[src/hdl/kwm_pkg.sv]
package kwm_pkg;

	// heap size default
	localparam int SOURCES_DEF = 16;

	localparam int KEY_W   = 64;
	localparam int SRC_W   = 4;
	localparam int SIZE_W  = 32;
	localparam int COUNT_W = 5;

	// command modes
	localparam logic [1:0] MODE_INSERT  = 2'd0;
	localparam logic [1:0] MODE_REFILL  = 2'd1;
	localparam logic [1:0] MODE_EXHAUST = 2'd2;

	typedef struct packed {
		logic [1:0]        mode;
		logic [SRC_W-1:0]  source;
		logic [KEY_W-1:0]  new_key;
		logic [SIZE_W-1:0] new_size;
	} cmd_t;

	typedef struct packed {
		logic               popped_valid;
		logic [SRC_W-1:0]   popped_source;
		logic [KEY_W-1:0]   popped_key;
		logic [SIZE_W-1:0]  popped_size;
		logic               refused;
		logic               top_valid;
		logic [SRC_W-1:0]   top_source;
		logic [COUNT_W-1:0] entry_count;
	} rsp_t;

	// one heap entry as stored in memory
	typedef struct packed {
		logic [KEY_W-1:0]  key;
		logic [SRC_W-1:0]  source;
		logic [SIZE_W-1:0] size;
	} entry_t;

	localparam int ENTRY_W = $bits(entry_t);

	// status from the sequencer to the top level
	typedef struct packed {
		logic done;
		logic popped_valid;
		logic refused;
	} stat_t;

endpackage

[src/hdl/kwm_ram.sv]
module kwm_ram #(
	parameter int WIDTH = 8,
	parameter int DEPTH = 16
) (
	input  logic                     clk,
	input  logic                     wr_en,
	input  logic [$clog2(DEPTH)-1:0] wr_addr,
	input  logic [WIDTH-1:0]         wr_data,
	input  logic                     rd_en,
	input  logic [$clog2(DEPTH)-1:0] rd_addr,
	output logic [WIDTH-1:0]         rd_data
);

	logic [WIDTH-1:0] mem_q [DEPTH];

	// one write port, one registered read port
	always_ff @(posedge clk) begin
		if (wr_en) begin
			mem_q[wr_addr] <= wr_data;
		end
		if (rd_en) begin
			rd_data <= mem_q[rd_addr];
		end
	end

endmodule

[src/hdl/kwm_ctrl.sv]
module kwm_ctrl #(
	parameter int SOURCES = 16,
	parameter int AW      = $clog2(SOURCES),
	parameter int CW      = $clog2(SOURCES + 1)
) (
	input  logic            clk,
	input  logic            arst_n,
	input  logic            start,
	output logic            busy,
	input  kwm_pkg::cmd_t   cmd,
	input  kwm_pkg::entry_t root,
	output kwm_pkg::stat_t  stat,
	output kwm_pkg::entry_t popped,
	output logic [CW-1:0]   count,
	output logic            wr_en,
	output logic [AW-1:0]   wr_addr,
	output kwm_pkg::entry_t wr_data,
	output logic            rd_en,
	output logic [AW-1:0]   rd_addr,
	input  kwm_pkg::entry_t rd_data
);

	import kwm_pkg::*;

	localparam int XW = AW + 2;

	typedef enum logic [2:0] {
		S_IDLE,
		S_LAST_CAP,
		S_UP_RD,
		S_UP_CMP,
		S_DN_RL,
		S_DN_RR,
		S_DN_CMP
	} state_t;

	state_t         state_q;
	logic [CW-1:0]  count_q;
	logic [AW-1:0]  pos_q;
	entry_t         cur_q;
	entry_t         best_q;
	logic           best_child_q;
	logic [AW-1:0]  best_idx_q;
	logic           rvalid_q;
	entry_t         popped_q;
	logic           popped_valid_q;
	logic           refused_q;
	logic           done_q;

	logic [CW-1:0]  cnt_m1;
	logic [AW-1:0]  parent;
	logic [XW-1:0]  lc;
	logic [XW-1:0]  rc;
	logic [XW-1:0]  count_x;
	logic           lc_ok;
	logic           rc_ok;
	logic [KEY_W-1:0] cmp_a;
	logic [KEY_W-1:0] cmp_b;
	logic           lt;
	logic           right_wins;

	// heap index arithmetic
	assign cnt_m1  = count_q - CW'(1);
	assign parent  = (pos_q - AW'(1)) >> 1;
	assign lc      = XW'({pos_q, 1'b1});
	assign rc      = lc + XW'(1);
	assign count_x = XW'(count_q);
	assign lc_ok   = lc < count_x;
	assign rc_ok   = rc < count_x;

	// shared key comparator, operands picked by the sequencer step
	always_comb begin
		unique case (state_q)
			S_UP_CMP: begin
				cmp_a = cur_q.key;
				cmp_b = rd_data.key;
			end
			S_DN_RR: begin
				cmp_a = rd_data.key;
				cmp_b = cur_q.key;
			end
			default: begin
				cmp_a = rd_data.key;
				cmp_b = best_q.key;
			end
		endcase
	end

	assign lt         = cmp_a < cmp_b;
	assign right_wins = rvalid_q && lt;

	// memory requests
	always_comb begin
		rd_en   = 1'b0;
		rd_addr = cnt_m1[AW-1:0];
		wr_en   = 1'b0;
		wr_addr = pos_q;
		wr_data = cur_q;
		unique case (state_q)
			S_IDLE: begin
				rd_en = start && (cmd.mode == MODE_EXHAUST) && (count_q > CW'(1));
			end
			S_UP_RD: begin
				rd_en   = (pos_q != '0);
				rd_addr = parent;
				wr_en   = (pos_q == '0);
			end
			S_UP_CMP: begin
				wr_en = 1'b1;
				if (lt) begin
					wr_data = rd_data;
				end
			end
			S_DN_RL: begin
				rd_en   = lc_ok;
				rd_addr = lc[AW-1:0];
				wr_en   = !lc_ok;
			end
			S_DN_RR: begin
				rd_en   = rc_ok;
				rd_addr = rc[AW-1:0];
			end
			S_DN_CMP: begin
				wr_en = 1'b1;
				if (right_wins) begin
					wr_data = rd_data;
				end else begin
					wr_data = best_q;
				end
			end
			default: begin
			end
		endcase
	end

	// sequencer
	always_ff @(posedge clk or negedge arst_n) begin
		if (!arst_n) begin
			state_q <= S_IDLE;
			count_q <= '0;
			done_q  <= 1'b0;
		end else begin
			done_q <= 1'b0;
			unique case (state_q)
				S_IDLE: begin
					if (start) begin
						popped_q       <= '0;
						popped_valid_q <= 1'b0;
						refused_q      <= 1'b0;
						if (cmd.mode == MODE_INSERT) begin
							if (count_q >= CW'(SOURCES)) begin
								refused_q <= 1'b1;
								done_q    <= 1'b1;
							end else begin
								cur_q   <= '{key: cmd.new_key, source: cmd.source,
									size: cmd.new_size};
								pos_q   <= count_q[AW-1:0];
								count_q <= count_q + CW'(1);
								state_q <= S_UP_RD;
							end
						end else if (cmd.mode == MODE_REFILL || cmd.mode == MODE_EXHAUST) begin
							if (count_q == '0) begin
								refused_q <= 1'b1;
								done_q    <= 1'b1;
							end else begin
								popped_q       <= root;
								popped_valid_q <= 1'b1;
								pos_q          <= '0;
								if (cmd.mode == MODE_REFILL) begin
									cur_q   <= '{key: cmd.new_key, source: root.source,
										size: cmd.new_size};
									state_q <= S_DN_RL;
								end else begin
									count_q <= cnt_m1;
									if (cnt_m1 == '0) begin
										done_q <= 1'b1;
									end else begin
										state_q <= S_LAST_CAP;
									end
								end
							end
						end else begin
							done_q <= 1'b1;
						end
					end
				end
				S_LAST_CAP: begin
					cur_q   <= rd_data;
					state_q <= S_DN_RL;
				end
				S_UP_RD: begin
					if (pos_q == '0) begin
						done_q  <= 1'b1;
						state_q <= S_IDLE;
					end else begin
						state_q <= S_UP_CMP;
					end
				end
				S_UP_CMP: begin
					if (lt) begin
						pos_q   <= parent;
						state_q <= S_UP_RD;
					end else begin
						done_q  <= 1'b1;
						state_q <= S_IDLE;
					end
				end
				S_DN_RL: begin
					if (lc_ok) begin
						state_q <= S_DN_RR;
					end else begin
						done_q  <= 1'b1;
						state_q <= S_IDLE;
					end
				end
				S_DN_RR: begin
					rvalid_q <= rc_ok;
					if (lt) begin
						best_q       <= rd_data;
						best_child_q <= 1'b1;
						best_idx_q   <= lc[AW-1:0];
					end else begin
						best_q       <= cur_q;
						best_child_q <= 1'b0;
						best_idx_q   <= pos_q;
					end
					state_q <= S_DN_CMP;
				end
				S_DN_CMP: begin
					if (right_wins) begin
						pos_q   <= rc[AW-1:0];
						state_q <= S_DN_RL;
					end else if (best_child_q) begin
						pos_q   <= best_idx_q;
						state_q <= S_DN_RL;
					end else begin
						done_q  <= 1'b1;
						state_q <= S_IDLE;
					end
				end
				default: begin
					state_q <= S_IDLE;
				end
			endcase
		end
	end

	assign busy   = (state_q != S_IDLE);
	assign count  = count_q;
	assign popped = popped_q;
	assign stat   = '{done: done_q, popped_valid: popped_valid_q, refused: refused_q};

endmodule

[src/hdl/kway_merge_min_heap_unit.sv]
// k-way merge min-heap unit
//
// A binary min-heap of (key, source, size) records that orders the heads of
// sorted sources. A command is transferred at a rising edge with start high
// and busy low: insert places a primed record and sifts it up (refused when
// the heap is full), refill pops the root and replaces it with the same
// source's next record, exhausted pops the root and moves the last entry up.
// Pops on an empty heap are refused; mode 3 does nothing.
//
// Each command gives exactly one result, held on result for the single cycle
// in which done is high; the receiver cannot stall it. busy is high while the
// sequencer walks the heap through a single memory read port and one shared
// 64-bit comparator: insert reads and compares one parent per step up, with
// a final write step when it reaches the root; refill reads the left child,
// reads the right child and compares for each level, with a final write step
// when it reaches an entry with no children; exhausted first fetches the
// last entry. done is high in the cycle after the last busy cycle. Refused,
// last-entry and mode 3 commands leave busy low; done is high in the cycle
// after the transfer. busy is low again in the cycle done is shown, so the
// next command can go. Reset empties the heap only.
module kway_merge_min_heap_unit #(
	parameter int SOURCES = kwm_pkg::SOURCES_DEF
) (
	input  logic          clk,
	input  logic          arst_n,
	input  logic          start,
	output logic          busy,
	input  kwm_pkg::cmd_t cmd,
	output logic          done,
	output kwm_pkg::rsp_t result
);

	import kwm_pkg::*;

	localparam int AW = $clog2(SOURCES);
	localparam int CW = $clog2(SOURCES + 1);

	stat_t          stat;
	entry_t         popped;
	logic [CW-1:0]  count;
	logic           wr_en;
	logic [AW-1:0]  wr_addr;
	entry_t         wr_data;
	logic           rd_en;
	logic [AW-1:0]  rd_addr;
	entry_t         rd_data;
	entry_t         root_q;

	kwm_ctrl #(
		.SOURCES (SOURCES),
		.AW      (AW),
		.CW      (CW)
	) u_ctrl (
		.clk     (clk),
		.arst_n  (arst_n),
		.start   (start),
		.busy    (busy),
		.cmd     (cmd),
		.root    (root_q),
		.stat    (stat),
		.popped  (popped),
		.count   (count),
		.wr_en   (wr_en),
		.wr_addr (wr_addr),
		.wr_data (wr_data),
		.rd_en   (rd_en),
		.rd_addr (rd_addr),
		.rd_data (rd_data)
	);

	kwm_ram #(
		.WIDTH (ENTRY_W),
		.DEPTH (SOURCES)
	) u_ram (
		.clk     (clk),
		.wr_en   (wr_en),
		.wr_addr (wr_addr),
		.wr_data (wr_data),
		.rd_en   (rd_en),
		.rd_addr (rd_addr),
		.rd_data (rd_data)
	);

	// copy of the root entry, kept in step with writes to position zero
	always_ff @(posedge clk) begin
		if (wr_en && wr_addr == '0) begin
			root_q <= wr_data;
		end
	end

	// result formatting
	always_comb begin
		result.popped_valid  = stat.popped_valid;
		result.popped_source = popped.source;
		result.popped_key    = popped.key;
		result.popped_size   = popped.size;
		result.refused       = stat.refused;
		result.top_valid     = (count != '0);
		result.top_source    = (count != '0) ? root_q.source : '0;
		result.entry_count   = COUNT_W'(count);
	end

	assign done = stat.done;

endmodule
[config.mk]
export PLATFORM = sky130hd
export DESIGN_NAME = kway_merge_min_heap_unit
export DESIGN_NICKNAME = d
export VERILOG_FILES = /design/src/hdl/kwm_pkg.sv /design/src/hdl/kwm_ram.sv /design/src/hdl/kwm_ctrl.sv /design/src/hdl/kway_merge_min_heap_unit.sv
export SDC_FILE = /design/constraint.sdc
export NUM_CORES = 2
export LEC_CHECK = 0
export ABC_AREA = 1
export BUFFER_PORTS_ARGS = -buffer_cell sky130_fd_sc_hd__buf_2
export CORE_ASPECT_RATIO = 1.1
export CORE_MARGIN = 2
export CORE_UTILIZATION = 50
export CTS_CLUSTER_DIAMETER = 30
export DETAILED_ROUTE_END_ITERATION = 12
export PLACE_DENSITY = 0.64
export SYNTH_ARGS = -nofsm -noshare
export SYNTH_HDL_FRONTEND = slang
export SYNTH_SLANG_ARGS = --single-unit
[constraint.sdc]
create_clock -name clk -period 22.2 [get_ports clk]
set_input_delay 1.11 -clock clk [delete_from_list [all_inputs] [get_ports clk]]
set_output_delay 1.11 -clock clk [all_outputs]
set_load 0.01 [all_outputs]
==> impl_metrics.csv <==
group,metric,value,unit
route,drt_iter0_markers,7112,
timing,fin_ws,14.89,ns
cells_and_area,area_delta_synth_final,17.4,%
synthesis,ys_ff_latch,2021,
worst_setup_path,slowest_delay,0.92,ns
worst_setup_path,crit_arrival,7.79,ns
die,io_pins,219,
die,die_w,406,µm
synthesis,synth.net_count,8073,
placed_design,dp_hpwl,126000,µm
route,route.vias.total,61670,
clock_network,cts-root-buf,"clkbuf_16",
global_routing,grt_max_degree,215,
timing,tightest_slew,1.15,ns
die,core,0.177,mm²
clock_network,hold_buffers,0,
power,power.leakage,40.2,nW
power,ir_drop,216,µV
job,maxCapViolations,0,
route,dr.pass1.iters,6,
timing,fin_skew,0.0812,ns
global_routing,grt_pass1_vias,59020,
synthesis,synth_warnings,0,
timing,slew_violations,0,
timing,fmax,137,MHz
clock_network,clkTransAtPathRegs,0.05,ns
route,ant_nets,0,
synthesis,avgSynthCellArea,11.3,µm²
timing,finalCriticalPeriod,7.31,ns
cells_and_area,mostFrequentLayoutCells,"2012 x edfxtp_1, 1142 x inv_1, 1092 x nand2_1, 865 x nand3_1, 564 x a21oi_1",
worst_setup_path,crit_fanout,103,
worst_setup_path,path_cells,"inv_2, nand3_4, buf_4, buf_4, o21ai_0, ha_1, nand2_1, inv_1, nand3_1, nor3_1, nand2_1, nor2_1, nand2_8, nand2_4, buf_4, nand2_1, nand3_1, nand3_1",
clock_network,numCtsBuffers,379,
clock_network,cts.path.max_buffers,4,
synthesis,synth.cell_area,0.0889,mm²
timing,setup_tns,0,ns
cells_and_area,layout_commonest_cell,"edfxtp_1",
synthesis,synth-edff-count,2012,
worst_setup_path,cp_slowest_cell,"nand2_4",
synthesis,ys_types,46,
power,power.total,0.0179,W
clock_network,ctsResizeCount,0,
worst_setup_path,reg2reg_from,"u_ctrl.state_q[2]",
die,die-area,0.181,mm²
clock_network,clkLatencyLatePin,0.98,ns
cells_and_area,drive_above_1_share,11.8,%
route,wl,252000,µm
worst_setup_path,rrSetupSlack,14.89,ns
die,rows,162,
placed_design,place_congestion,0.849,
placed_design,dp_slack,15.13,ns
synthesis,syn_inst,7883,
worst_setup_path,cp.required,22.67,ns
timing,max_slew_margin,23.7,%
clock_network,cts.sinks,2021,
worst_setup_path,end_kind,"flip-flop",
route,route.detailed.drc,0,
clock_network,cts_setup_buffers,0,
global_routing,antenna_found_initial,9,
timing,hold_violations,0,
cells_and_area,layout.nets,8251,
route,routed_via_density,5.74,
die,start_util,50.2,%
global_routing,grt.total_usage,27.5,%
clock_network,ctsHtreeMaxLevel,5,
worst_setup_path,r2r-end,"u_ram.mem_q[4][43]",
global_routing,globalRoute.totalOverflow,0,
global_routing,grt_pass1_wl,371000,µm
timing,setup_violations,0,
hold_path,hold_class,"input port to async pin",
clock_network,cts_tree,"done",
synthesis,async_flop_share,0.445,%
die,die_height,446,µm
worst_setup_path,r2r_cells,18,
power,powerDensity,172,mW/mm²
worst_setup_path,critical_path_class,"flip-flop to flip-flop",
synthesis,ys_seq_area_share,68.2,%
synthesis,synth-main-ff-cell,"edfxtp_1",
timing,rsz0062_at_grt,"false",
status,status,"complete, no violations",
timing,finalCritPeriodShare,32.9,%
route,routedWlPerCell,23.5,µm
worst_setup_path,start_kind,"flip-flop",
placed_design,io_buffer_count,218,
final cells by class:
class,count,area [µm²]
fill,13957,72600
sequential,2021,60600
multi-input combinational,4176,21600
clock buffer,408,9720
inverter,1180,4530
clock inverter,268,3090
tap,2378,2980
timing repair buffer,303,1770
antenna,3,7.51
report_power, final:
group,total [W],switching (W),internal (W)
sequential,0.00522,0.000132,0.00508
combinational,0.00696,0.00503,0.00193
clock,0.00576,0.00197,0.00378
synthesized netlist by cell type (5+ instances only):
master	n	area share, %
nand3_1	866	4.9
o21ai_0	419	2.4
nor2_1	221	0.93
buf_4	13	0.11
ha_1	85	1.2
and2_1	100	0.70
nand3_2	33	0.37
edfxtp_1	2012	68
a21oi_1	564	3.2
inv_1	1160	4.9
o211ai_1	340	2.9
a211oi_1	5	0.042
buf_1	67	0.28
nor3_1	8	0.045
buf_2	205	1.2
xor2_1	9	0.089
clkinv_1	12	0.051
o21ai_1	232	1.3
inv_2	8	0.034
clkbuf_1	206	0.87
nand2_1	1092	4.6
buf_6	14	0.18
o22ai_1	63	0.44
o221ai_1	32	0.32
nand4_1	80	0.56
dfrtp_1	9	0.25
cells by family (layout without fill, tap and decap cells):
| group | count (synthesis) | in the layout | synth area share [%] |
|---|---|---|---|
| xor gates and xnor gates | 10 | 10 | 0.0986 |
| and+or+nand+nor | 2410 | 2410 | 12.2 |
| adders and majority gates | 85 | 85 | 1.20 |
| buffers and inverters | 1686 | 2159 | 7.59 |
| AOI/OAI and AO/OA | 1671 | 1671 | 10.7 |
| other | 0 | 3 | 0 |
| DFF | 2021 | 2021 | 68.2 |
registers in the layout, indices dropped and copies added, names as in the netlist:
name / flops
u_ram.mem_q: 1515
u_ctrl.best_q: 100
u_ctrl.cur_q: 100
u_ctrl.popped: 100
u_ram.rd_data: 100
root_q: 85
u_ctrl.count: 5
u_ctrl.best_idx_q: 4
u_ctrl.wr_addr: 4
u_ctrl.state_q: 3
u_ctrl.best_child_q: 1
u_ctrl.done_q: 1
u_ctrl.popped_valid_q: 1
u_ctrl.refused_q: 1
u_ctrl.rvalid_q: 1
stage by stage:
stage	utilization (%)	area, µm²	cells	hold slack, ns
2_1_floorplan	-	88900	7883	0.498
3_3_place_gp	51.7	91500	10058	0.511
3_5_place_dp	51.7	91500	10058	0.510
4_1_cts	59.0	104000	10734	0.0407
5_1_grt	59.0	104000	10735	0.0712
6_report	59.0	104000	10737	0.0878
layer usage:
metal,global-route usage (%),up-vias,part of all wire (%)
met2,44.1,3108,47
met5,0,-,0.0052
li1,-,28234,-
met3,5.36,532,9.2
met1,37.3,29794,41
met4,10.3,2,3.3
worst max-delay path, delay by kind of cell, from the launching register on:
kind            cells  cell delay, ns
fa+ha+maj           1            0.33
simple gates       11            2.92
buf+inv             5            2.53
compound gates      1            0.22
flops               1            0.60
how the worst max path moves through the flow:
stage / startpoint / to / slack (ns) / cells after the start
after floorplan: cmd[101] / u_ctrl.cur_q[0] / 3.61 / 7
after global placement: u_ctrl.state_q[2] / u_ram.mem_q[12][48] / 15.33 / 18
after detailed placement: u_ctrl.state_q[2] / u_ram.mem_q[3][36] / 15.13 / 18
after CTS: u_ctrl.state_q[2] / u_ram.mem_q[4][43] / 15.04 / 18
after global routing: u_ctrl.state_q[2] / u_ram.mem_q[10][39] / 14.43 / 18
final: u_ctrl.state_q[2] / u_ram.mem_q[4][43] / 14.89 / 18
Power figures use the tool's default switching activity.
